## config.mk

```make
export PLATFORM = sky130hd
export DESIGN_NAME = text_sprite_slot_allocator_unit
export DESIGN_NICKNAME = d
export VERILOG_FILES = /design/src/design/tssa_pkg.sv /design/src/design/tssa_ram.sv /design/src/design/text_sprite_slot_allocator_unit.sv
export SDC_FILE = /design/constraint.sdc
export NUM_CORES = 1
export LEC_CHECK = 0
export ABC_AREA = 0
export BUFFER_PORTS_ARGS = -buffer_cell sky130_fd_sc_hd__buf_2
export CELL_PAD_IN_SITES_DETAIL_PLACEMENT = 0
export CELL_PAD_IN_SITES_GLOBAL_PLACEMENT = 1
export CORE_MARGIN = 2
export CORE_UTILIZATION = 45
export DETAILED_ROUTE_END_ITERATION = 8
export GPL_ROUTABILITY_DRIVEN = 0
export PLACE_DENSITY_LB_ADDON = 0.3
export SETUP_SLACK_MARGIN = 0.15
export SLEW_MARGIN = 5
export SYNTH_ARGS = -nofsm -noshare
export SYNTH_HDL_FRONTEND = slang
export SYNTH_SLANG_ARGS = --single-unit
```

## constraint.sdc

```tcl
create_clock -name clk -period 3.88 [get_ports clk]
set_input_delay 0.194 -clock clk [delete_from_list [all_inputs] [get_ports clk]]
set_output_delay 0.194 -clock clk [all_outputs]
set_load 0.02 [all_outputs]
```

## src/design/tssa_pkg.sv

```systemverilog
package tssa_pkg;

	// Default sizes of the sprite pool and the string slot table
	localparam int NUM_SPRITES_DEF = 32;
	localparam int NUM_SLOTS_DEF   = 8;

	// Operation codes of a command
	localparam logic [1:0] OP_BEGIN = 2'd0;
	localparam logic [1:0] OP_CHAR  = 2'd1;
	localparam logic [1:0] OP_END   = 2'd2;
	localparam logic [1:0] OP_FREE  = 2'd3;

	// Result kinds
	localparam logic [1:0] KIND_WRITE  = 2'd0;
	localparam logic [1:0] KIND_STATUS = 2'd1;
	localparam logic [1:0] KIND_DROP   = 2'd2;
	localparam logic [1:0] KIND_DONE   = 2'd3;

	// Configuration register indexes
	localparam logic [1:0] REG_ATTR_BASE  = 2'd0;
	localparam logic [1:0] REG_FIRST_OFFS = 2'd1;
	localparam logic [1:0] REG_FONT_BASE  = 2'd2;

	// Configuration reset values
	localparam logic [15:0] ATTR_BASE_RST  = 16'hFC00;
	localparam logic [9:0]  FIRST_OFFS_RST = 10'd0;
	localparam logic [8:0]  FONT_BASE_RST  = 9'd0;

	// Attribute byte constants
	localparam logic [7:0] Z_DEPTH_BYTE = 8'h0C;
	localparam logic [3:0] PAL_MASK     = 4'hF;
	localparam logic [2:0] RELEASE_BYTE = 3'd6;
	localparam logic [2:0] LAST_BYTE    = 3'd7;
	localparam logic [5:0] CHARS_MAX    = 6'd63;

	typedef struct packed {
		logic [1:0] operation;
		logic [3:0] requested_slot;
		logic [7:0] char_code;
		logic [9:0] x_pos;
		logic [9:0] y_pos;
		logic [3:0] palette;
	} cmd_t;

	typedef struct packed {
		logic [1:0]  kind;
		logic [15:0] vram_addr;
		logic [7:0]  data;
		logic [3:0]  slot;
		logic        last;
	} res_t;

endpackage

```

## src/design/tssa_ram.sv

```systemverilog
module tssa_ram #(
	parameter int WIDTH = 4,
	parameter int DEPTH = 32,
	localparam int AW = (DEPTH > 1) ? $clog2(DEPTH) : 1
) (
	input  logic             clk,
	input  logic             we,
	input  logic [AW-1:0]    waddr,
	input  logic [WIDTH-1:0] wdata,
	input  logic [AW-1:0]    raddr,
	output logic [WIDTH-1:0] rdata
);

	logic [WIDTH-1:0] mem [DEPTH];

	// Write one entry, register the read data
	always_ff @(posedge clk) begin
		if (we) begin
			mem[waddr] <= wdata;
		end
		rdata <= mem[raddr];
	end

endmodule

```

## src/design/text_sprite_slot_allocator_unit.sv

```systemverilog
// Channel   Direction  Handshake                Payload
// command   in         start, busy              cmd (tssa_pkg::cmd_t)
// result    out        result_strobe            result (tssa_pkg::res_t)
// config    in/out     psel, penable, pready    paddr, pwdata, prdata
//
// A command is taken when start is high and busy is low; busy stays high until the
// final result of the command has been registered. Begin with a requested slot goes
// to the grant state; with slot 0 it first searches the slot counts for a free slot.
// A character scans sprite owner entries from the current scan position (one owner
// memory read per cycle, each checked after the registered read) and then emits
// eight attribute writes. End scans the owner memory from the current scan position
// and free from entry 0. Commands that report at once do not raise busy.
// Reset clears the owner valid bits and slot counts at once; no clearing pass.
// Each result is shown for one cycle; the receiver cannot stall.
module text_sprite_slot_allocator_unit #(
	parameter int NUM_SPRITES = tssa_pkg::NUM_SPRITES_DEF,
	parameter int NUM_SLOTS   = tssa_pkg::NUM_SLOTS_DEF
) (
	input  logic           clk,
	input  logic           arst_n,
	input  logic           start,
	output logic           busy,
	input  tssa_pkg::cmd_t cmd,
	output logic           result_strobe,
	output tssa_pkg::res_t result,
	input  logic           psel,
	input  logic           penable,
	input  logic           pwrite,
	input  logic [3:0]     paddr,
	input  logic [31:0]    pwdata,
	output logic [31:0]    prdata,
	output logic           pready
);

	import tssa_pkg::*;

	localparam int SPR_IW  = (NUM_SPRITES > 1) ? $clog2(NUM_SPRITES) : 1;
	localparam int SCAN_W  = $clog2(NUM_SPRITES + 1);
	localparam int SLOT_IW = (NUM_SLOTS > 1) ? $clog2(NUM_SLOTS) : 1;

	typedef enum logic [2:0] {
		ST_IDLE,
		ST_SLOT_SRCH,
		ST_GRANT,
		ST_SCAN,
		ST_ATTR
	} state_t;

	// Configuration registers
	logic [15:0] attr_base_q;
	logic [9:0]  first_offs_q;
	logic [8:0]  font_base_q;

	// Sequencer and string state
	state_t              state_q;
	logic                busy_q;
	logic                res_stb_q;
	res_t                res_q;
	cmd_t                cmd_q;
	logic [3:0]          active_q;
	logic [3:0]          slot_q;
	logic [3:0]          grant_q;
	logic                rel_mode_q;
	logic [SCAN_W-1:0]   scan_idx_q;
	logic [SCAN_W-1:0]   rd_ptr_q;
	logic                chk_vld_s1;
	logic [SPR_IW-1:0]   chk_idx_s1;
	logic [SPR_IW-1:0]   spr_q;
	logic [2:0]          byte_q;
	logic [SLOT_IW-1:0]  srch_q;
	logic [5:0]          chars_q;
	logic [9:0]          str_x_q;
	logic [9:0]          str_y_q;
	logic [3:0]          str_pal_q;
	logic [5:0]          cnt_q [NUM_SLOTS];
	logic [NUM_SPRITES-1:0] own_vld_q;

	// Datapath signals
	logic [3:0]        owner_rd;
	logic [3:0]        owner_cur;
	logic              hit;
	logic              scan_end;
	logic              ram_we;
	logic [3:0]        slot_m1;
	logic [SLOT_IW-1:0] slot_idx;
	logic [SPR_IW-1:0] addr_idx;
	logic [2:0]        addr_byte;
	logic [15:0]       attr_addr;
	logic [12:0]       tile_addr;
	logic [10:0]       x_val;
	logic [7:0]        attr_byte;
	logic              accept;
	logic              cfg_wr;

	assign accept = start && !busy_q;
	assign cfg_wr = psel && penable && pwrite && pready;

	// Configuration port
	assign pready = 1'b1;

	always_comb begin
		case (paddr[3:2])
			REG_ATTR_BASE:  prdata = {16'd0, attr_base_q};
			REG_FIRST_OFFS: prdata = {22'd0, first_offs_q};
			REG_FONT_BASE:  prdata = {23'd0, font_base_q};
			default:        prdata = 32'd0;
		endcase
	end

	always_ff @(posedge clk or negedge arst_n) begin
		if (!arst_n) begin
			attr_base_q  <= ATTR_BASE_RST;
			first_offs_q <= FIRST_OFFS_RST;
			font_base_q  <= FONT_BASE_RST;
		end else if (cfg_wr) begin
			case (paddr[3:2])
				REG_ATTR_BASE:  attr_base_q  <= pwdata[15:0];
				REG_FIRST_OFFS: first_offs_q <= pwdata[9:0];
				REG_FONT_BASE:  font_base_q  <= pwdata[8:0];
				default: ;
			endcase
		end
	end

	// Sprite owner memory; an entry without its valid bit reads as no owner
	tssa_ram #(
		.WIDTH(4),
		.DEPTH(NUM_SPRITES)
	) u_owner_ram (
		.clk  (clk),
		.we   (ram_we),
		.waddr(chk_idx_s1),
		.wdata(slot_q),
		.raddr(rd_ptr_q[SPR_IW-1:0]),
		.rdata(owner_rd)
	);

	// Owner compare: release looks for the slot, a character for the slot or free
	assign owner_cur = own_vld_q[chk_idx_s1] ? owner_rd : 4'd0;
	assign hit = chk_vld_s1 && ((owner_cur == slot_q)
		|| (!rel_mode_q && owner_cur == 4'd0));
	assign scan_end = !chk_vld_s1 && (rd_ptr_q == SCAN_W'(NUM_SPRITES));
	assign ram_we = (state_q == ST_SCAN) && hit && !rel_mode_q;

	assign slot_m1  = slot_q - 4'd1;
	assign slot_idx = slot_m1[SLOT_IW-1:0];

	// Shared attribute address adder
	assign addr_idx  = (state_q == ST_ATTR) ? spr_q : chk_idx_s1;
	assign addr_byte = (state_q == ST_ATTR) ? byte_q : RELEASE_BYTE;
	assign attr_addr = attr_base_q + 16'(first_offs_q) + 16'({addr_idx, 3'b000})
		+ 16'(addr_byte);

	// Select the attribute byte
	assign tile_addr = {1'b0, font_base_q, 3'b000} + {5'd0, cmd_q.char_code};
	assign x_val     = {1'b0, str_x_q} + {2'b00, chars_q, 3'b000};

	always_comb begin
		case (byte_q)
			3'd0:    attr_byte = tile_addr[7:0];
			3'd1:    attr_byte = {3'b000, tile_addr[12:8]};
			3'd2:    attr_byte = x_val[7:0];
			3'd3:    attr_byte = {5'd0, x_val[10:8]};
			3'd4:    attr_byte = str_y_q[7:0];
			3'd5:    attr_byte = {6'd0, str_y_q[9:8]};
			3'd6:    attr_byte = Z_DEPTH_BYTE;
			default: attr_byte = {4'd0, str_pal_q & PAL_MASK};
		endcase
	end

	// Sequencer
	always_ff @(posedge clk or negedge arst_n) begin
		if (!arst_n) begin
			state_q    <= ST_IDLE;
			busy_q     <= 1'b0;
			res_stb_q  <= 1'b0;
			res_q      <= '0;
			cmd_q      <= '0;
			active_q   <= 4'd0;
			slot_q     <= 4'd0;
			grant_q    <= 4'd0;
			rel_mode_q <= 1'b0;
			scan_idx_q <= '0;
			rd_ptr_q   <= '0;
			chk_vld_s1 <= 1'b0;
			chk_idx_s1 <= '0;
			spr_q      <= '0;
			byte_q     <= 3'd0;
			srch_q     <= '0;
			chars_q    <= 6'd0;
			str_x_q    <= 10'd0;
			str_y_q    <= 10'd0;
			str_pal_q  <= 4'd0;
			own_vld_q  <= '0;
			for (int i = 0; i < NUM_SLOTS; i++) begin
				cnt_q[i] <= 6'd0;
			end
		end else begin
			res_stb_q <= 1'b0;
			case (state_q)
				ST_IDLE: begin
					if (accept) begin
						cmd_q <= cmd;
						case (cmd.operation)
							OP_BEGIN: begin
								busy_q <= 1'b1;
								if (cmd.requested_slot == 4'd0) begin
									srch_q  <= '0;
									state_q <= ST_SLOT_SRCH;
								end else begin
									grant_q <= (cmd.requested_slot <= 4'(NUM_SLOTS))
										? cmd.requested_slot : 4'd0;
									state_q <= ST_GRANT;
								end
							end
							OP_CHAR: begin
								if (active_q == 4'd0) begin
									res_stb_q <= 1'b1;
									res_q <= '{KIND_DROP, 16'd0, cmd.char_code, 4'd0, 1'b1};
								end else begin
									busy_q     <= 1'b1;
									slot_q     <= active_q;
									rel_mode_q <= 1'b0;
									rd_ptr_q   <= scan_idx_q;
									chk_vld_s1 <= 1'b0;
									state_q    <= ST_SCAN;
								end
							end
							OP_END: begin
								if (active_q == 4'd0) begin
									res_stb_q <= 1'b1;
									res_q <= '{KIND_DONE, 16'd0, 8'd0, 4'd0, 1'b1};
								end else begin
									busy_q     <= 1'b1;
									slot_q     <= active_q;
									rel_mode_q <= 1'b1;
									rd_ptr_q   <= scan_idx_q;
									chk_vld_s1 <= 1'b0;
									state_q    <= ST_SCAN;
								end
							end
							default: begin
								if (cmd.requested_slot == 4'd0
									|| cmd.requested_slot > 4'(NUM_SLOTS)) begin
									res_stb_q <= 1'b1;
									res_q <= '{KIND_DONE, 16'd0, 8'd0, cmd.requested_slot,
										1'b1};
								end else begin
									busy_q     <= 1'b1;
									slot_q     <= cmd.requested_slot;
									rel_mode_q <= 1'b1;
									rd_ptr_q   <= '0;
									chk_vld_s1 <= 1'b0;
									state_q    <= ST_SCAN;
								end
							end
						endcase
					end
				end

				// Walk the slot counts for the first free slot
				ST_SLOT_SRCH: begin
					if (cnt_q[srch_q] == 6'd0) begin
						grant_q <= 4'(srch_q) + 4'd1;
						state_q <= ST_GRANT;
					end else if (srch_q == SLOT_IW'(NUM_SLOTS - 1)) begin
						grant_q <= 4'd0;
						state_q <= ST_GRANT;
					end else begin
						srch_q <= srch_q + SLOT_IW'(1);
					end
				end

				// Open the string and report the granted slot
				ST_GRANT: begin
					active_q <= grant_q;
					if (grant_q != 4'd0) begin
						scan_idx_q <= '0;
						chars_q    <= 6'd0;
						str_x_q    <= cmd_q.x_pos;
						str_y_q    <= cmd_q.y_pos;
						str_pal_q  <= cmd_q.palette;
					end
					res_stb_q <= 1'b1;
					res_q     <= '{KIND_STATUS, 16'd0, 8'd0, grant_q, 1'b1};
					busy_q    <= 1'b0;
					state_q   <= ST_IDLE;
				end

				// Read one owner entry per cycle, check the one read last cycle
				ST_SCAN: begin
					if (rd_ptr_q < SCAN_W'(NUM_SPRITES)) begin
						rd_ptr_q   <= rd_ptr_q + SCAN_W'(1);
						chk_vld_s1 <= 1'b1;
						chk_idx_s1 <= rd_ptr_q[SPR_IW-1:0];
					end else begin
						chk_vld_s1 <= 1'b0;
					end

					if (hit && !rel_mode_q) begin
						// claim the sprite and move to the attribute writes
						own_vld_q[chk_idx_s1] <= 1'b1;
						spr_q      <= chk_idx_s1;
						scan_idx_q <= SCAN_W'(chk_idx_s1) + SCAN_W'(1);
						byte_q     <= 3'd0;
						chk_vld_s1 <= 1'b0;
						state_q    <= ST_ATTR;
					end else if (hit) begin
						// release the sprite: z depth 0
						own_vld_q[chk_idx_s1] <= 1'b0;
						res_stb_q <= 1'b1;
						res_q     <= '{KIND_WRITE, attr_addr, 8'd0, slot_q, 1'b0};
					end else if (scan_end) begin
						res_stb_q <= 1'b1;
						busy_q    <= 1'b0;
						state_q   <= ST_IDLE;
						case (cmd_q.operation)
							OP_CHAR: begin
								scan_idx_q <= SCAN_W'(NUM_SPRITES);
								res_q <= '{KIND_DROP, 16'd0, cmd_q.char_code, slot_q, 1'b1};
							end
							OP_END: begin
								cnt_q[slot_idx] <= chars_q;
								res_q <= '{KIND_DONE, 16'd0, {2'b00, chars_q}, slot_q, 1'b1};
								active_q   <= 4'd0;
								scan_idx_q <= '0;
								chars_q    <= 6'd0;
							end
							default: begin
								cnt_q[slot_idx] <= 6'd0;
								res_q <= '{KIND_DONE, 16'd0, 8'd0, slot_q, 1'b1};
								if (active_q == slot_q) begin
									active_q   <= 4'd0;
									scan_idx_q <= '0;
									chars_q    <= 6'd0;
								end
							end
						endcase
					end
				end

				// Emit the eight attribute bytes of the claimed sprite
				ST_ATTR: begin
					res_stb_q <= 1'b1;
					res_q <= '{KIND_WRITE, attr_addr, attr_byte, slot_q, byte_q == LAST_BYTE};
					byte_q <= byte_q + 3'd1;
					if (byte_q == LAST_BYTE) begin
						if (chars_q != CHARS_MAX) begin
							chars_q <= chars_q + 6'd1;
						end
						busy_q  <= 1'b0;
						state_q <= ST_IDLE;
					end
				end

				default: begin
					busy_q  <= 1'b0;
					state_q <= ST_IDLE;
				end
			endcase
		end
	end

	assign busy          = busy_q;
	assign result_strobe = res_stb_q;
	assign result        = res_q;

	// busy drops only together with the final result of a transaction
	a_busy_fall: assert property (@(posedge clk) disable iff (!arst_n)
		$fell(busy) |-> result_strobe && result.last)
		else $error("busy dropped without a final result");

	// non-final results come only from multi-cycle work
	a_mid_busy: assert property (@(posedge clk) disable iff (!arst_n)
		result_strobe && !result.last |-> busy)
		else $error("non-final result while idle");

	// attribute writes always belong to a slot
	a_write_slot: assert property (@(posedge clk) disable iff (!arst_n)
		result_strobe && result.kind == KIND_WRITE |-> result.slot != 4'd0)
		else $error("attribute write with no slot");

	// open slot and scan position stay in range
	a_active_rng: assert property (@(posedge clk) disable iff (!arst_n)
		active_q <= 4'(NUM_SLOTS))
		else $error("open slot out of range");

	a_scan_rng: assert property (@(posedge clk) disable iff (!arst_n)
		scan_idx_q <= SCAN_W'(NUM_SPRITES))
		else $error("scan position out of range");

endmodule
```

==> reports/metrics.cfg <==
[outcome]
outcome = completed

[drt]
routed_wl_um = 46200
ant_nets = 0
vias = 12700
routed_via_density = 5.71
firstDrtPassIters = 9
drt_iter0_markers = 1128
routedWlPerCell_um = 20.9
drc = 0

[yosys]
synth_warnings = 0
ys_seq_area_share_pct = 55.3
synth_edf_count = 128
ys_ff_latch = 389
netlist_instances = 1489
synth_area_sq_um = 18700
avgSynthCellArea_sq_um = 12.6
synthArstFlopShare_pct = 66.1
synth_ff_type = dfrtp_1
ys_types = 81

[finish]
n_antenna_cell = 0
post-route-util_pct = 53.6
seq_area_sq_um = 10400
stdcell_count = 2215
fin_nets = 1789
synthToLayoutAreaGrowth_pct = 17.1
fillers = 3484
multiInputGateArea_sq_um = 7830
drive_gt1_share_pct = 26.4

[clock_network]
cts_setup_buffers = 0
clock_latency_ns = 0.56
cts_buffers = 42
clock-root-buffer = clkbuf_16
ctsHtreeMaxLevel = 2
cts_max_path_buffers = 3
clk_pin_slew_worst_paths_ns = 0.06
cts.sinks = 389
cts_tree = built

[global_route]
grt_pass1_wl_um = 74300
grt_antenna_before_repair = 0
grt_max_degree = 117
overflow = 0
grt_pass1_vias = 12900
gr-usage-all-layers_pct = 21.6

[sta]
worst_hold_slack_ns = 0.0339
fin_crit_sh_pct = 92.9
relSlewSlack_pct = 36.3
finalHoldViolCount = 0
tns_ns = 0
fin_skew_ns = 0.0150
rsz0062_at_grt = true
setup_viol = 0
finalCriticalPeriod_ns = 3.61
tightest_slew_ns = 0.956
max_clock_freq_mhz = 277
slew_viol_final = 0

[place]
dp.cells = 2090
dp_hpwl_um = 32300
port_buffers = 110

[floorplanning]
start_util_pct = 45.8
fp.dieH_um = 208
die_w_um = 208
die_area_sq_um = 43300
rows = 74
coreArea_sq_um = 40900
io_pins = 146

[power]
p_switching_uw = 5600
p_sw_share_pct = 35.5
leakage_uw = 0.00913
clkPwrFrac_pct = 26.6
vdd_ir_drop_max_uv = 455
cellPowerDensity_nw_per_um2 = 720
p_seq_share_pct = 37.6
power.internal_uw = 10200
pwr-share-comb_pct = 35.9
p_total_uw = 15800

[worst_setup_path]
critPathTopFamily = compound AO/OA/AOI/OAI gates
worst-path-buf-inv = 2
criticalPathCategory = reg -> reg
arrival_ns = 4.06
worstPathRequired_ns = 4.34
critPathLaunchType = flip-flop
critical-path-slowest-cell = o211ai_2
worst_path_largest_cell_delay_ns = 0.76
crit_fanout = 13
cp_cell_sequence = buf_12, mux4_2, a22o_1, a221oi_4, a21oi_2, o32a_4, o211ai_2, buf_4, o21ai_0, o31ai_1
endpoint_kind = flip-flop

[min_path]
min_path_type = in -> reg

[job]
maxCapViolCount = 0

worst reg2reg max path, delay by kind of cell (launching register included):
| kind | cells | cell delay (ns) |
|---|---|---|
| compound gates | 7 | 2.13 |
| buf+inv | 2 | 0.48 |
| flops | 1 | 0.39 |
| mux | 1 | 0.50 |
cell type report:
cell class	instances	share of cell area (%)
inverter	36	0.616
clock inverter	17	0.998
tap	532	3.03
sequential	389	47.2
multi-input combinational	969	35.7
clock buffer	59	5.65
timing repair buffer	213	6.81
layout by cell type (no fill, tap or decap), drive strengths merged, types with 5 or more instances in the layout:
cell type | synthesis | layout
a222oi | 6 | 6
edfxtp | 128 | 128
nand3 | 25 | 25
clkinv | 0 | 10
and2 | 15 | 15
nand2b | 14 | 14
bufinv | 0 | 5
nor4 | 17 | 17
inv | 36 | 36
mux2 | 133 | 133
mux4 | 46 | 46
nor3b | 5 | 5
dfrtp | 251 | 251
a221oi | 6 | 6
nor2 | 54 | 54
o21ai | 128 | 128
ha | 47 | 47
nor3 | 51 | 51
o31ai | 30 | 30
nor2b | 10 | 10
mux2i | 24 | 24
fa | 11 | 11
a21oi | 34 | 34
o211ai | 13 | 13
clkbuf | 70 | 59
dlygate4sd3 | 0 | 49
dfstp | 6 | 6
a211oi | 8 | 8
buf | 40 | 164
xnor2 | 21 | 21
and3 | 8 | 8
a31oi | 12 | 12
a22o | 36 | 36
nand2 | 111 | 111
a21o | 7 | 7
xor2 | 9 | 9
conb | 2 | 17
Yosys cell counts, types with 6 or more instances:
| master | number | area share (%) |
|---|---|---|
| o31ai_1 | 30 | 1.2 |
| buf_4 | 18 | 0.72 |
| dfrtp_1 | 251 | 34 |
| xor2_1 | 9 | 0.42 |
| xnor2_1 | 21 | 0.98 |
| mux2i_1 | 24 | 1.3 |
| a22o_1 | 36 | 1.7 |
| buf_1 | 7 | 0.14 |
| o21ai_0 | 125 | 3.3 |
| nand2_1 | 111 | 2.2 |
| nor2_1 | 52 | 1.0 |
| nor2b_1 | 10 | 0.33 |
| a21oi_1 | 31 | 0.83 |
| nor3_1 | 51 | 1.4 |
| o211ai_1 | 10 | 0.40 |
| a211oi_1 | 7 | 0.28 |
| a31oi_1 | 12 | 0.40 |
| and2_1 | 14 | 0.47 |
| inv_1 | 36 | 0.72 |
| fa_1 | 11 | 1.2 |
| ha_1 | 47 | 3.1 |
| nand2b_1 | 14 | 0.47 |
| mux2_2 | 130 | 7.8 |
| a222oi_1 | 6 | 0.32 |
| nand3_1 | 25 | 0.67 |
| edfxtp_1 | 128 | 21 |
| buf_2 | 13 | 0.35 |
| clkbuf_1 | 70 | 1.4 |
| nor4_1 | 17 | 0.57 |
| a21o_1 | 7 | 0.28 |
| dfstp_2 | 6 | 0.84 |
| and3_1 | 8 | 0.27 |
| mux4_2 | 46 | 5.5 |
worst paths after layout:
path	start	slack [ns]	cells past startpoint	end
hold / removal	cmd[34]	0.03	3	slot_q[2]
min in group asynchronous	arst_n	0.35	2	cnt_q[8]
max in group asynchronous	arst_n	2.51	3	str_x_q[1]
setup reg to reg	chk_idx_s1[0]	0.27	10	flip-flop
hold reg to reg	cnt_q[20]	0.48	2	cnt_q[20]
setup / recovery	chk_idx_s1[0]	0.27	10	flip-flop
kinds of logic (layout without fill, tap and decap cells):
kind of cell	Yosys count	count (layout)	synth area share, %
AOI/OAI and AO/OA	326	326	11.9
xor gates and xnor gates	30	30	1.40
adders and majority gates	58	58	4.31
buffers and inverters	146	325	3.45
DFF	389	389	55.3
muxes	203	203	14.9
other	2	17	0.0401
and+or+nand+nor	335	335	8.68
metal layers:
layer	routed length, um	GRT usage [%]	vias up
met5	0	0	-
met1	20900	30.7	6377
met3	2850	4.57	72
met4	1050	5.53	0
li1	-	-	5859
met2	21400	34.1	346
stage by stage:
stage | worst slack, ns | cell area, sq um
CTS | 0.196 | 21900
floorplan | 0.223 | 18800
finish | 0.274 | 21900
global route | 0.107 | 21900
detailed placement | 0.207 | 20000
global placement | 0.295 | 20000
timing repair:
action | CTS | global route
resized for setup | 0 | 9
hold buffers | 49 | 0
endpoints found under the setup margin | 0 | 23
endpoints found under the hold margin | 181 | 0
power by group through the flow:
stage,clock (uW),combinational [uW],sequential [uW]
floorplan,0,3910,5910
global placement,0,5490,5980
detailed placement,0,5600,6000
CTS,4280,5670,5930
global route,4440,6240,6030
finish,4200,5660,5930
registers in the layout, indices dropped and copies added, names as in the netlist, 4 cells and up, named ones only:
| signal | count |
|---|---|
| font_base_q | 9 |
| cmd_q | 34 |
| str_y_q | 10 |
| u_owner_ram.mem | 128 |
| chk_idx_s1 | 5 |
| str_x_q | 10 |
| chars_q | 6 |
| u_owner_ram.rdata | 4 |
| grant_q | 4 |
| attr_base_q | 16 |
| result | 31 |
| scan_idx_q | 6 |
| slot_q | 4 |
| rd_ptr_q | 6 |
| cnt_q | 48 |
| spr_q | 5 |
| str_pal_q | 4 |
| first_offs_q | 10 |
| active_q | 4 |
Note: power is estimated with default switching activity, not from simulation.
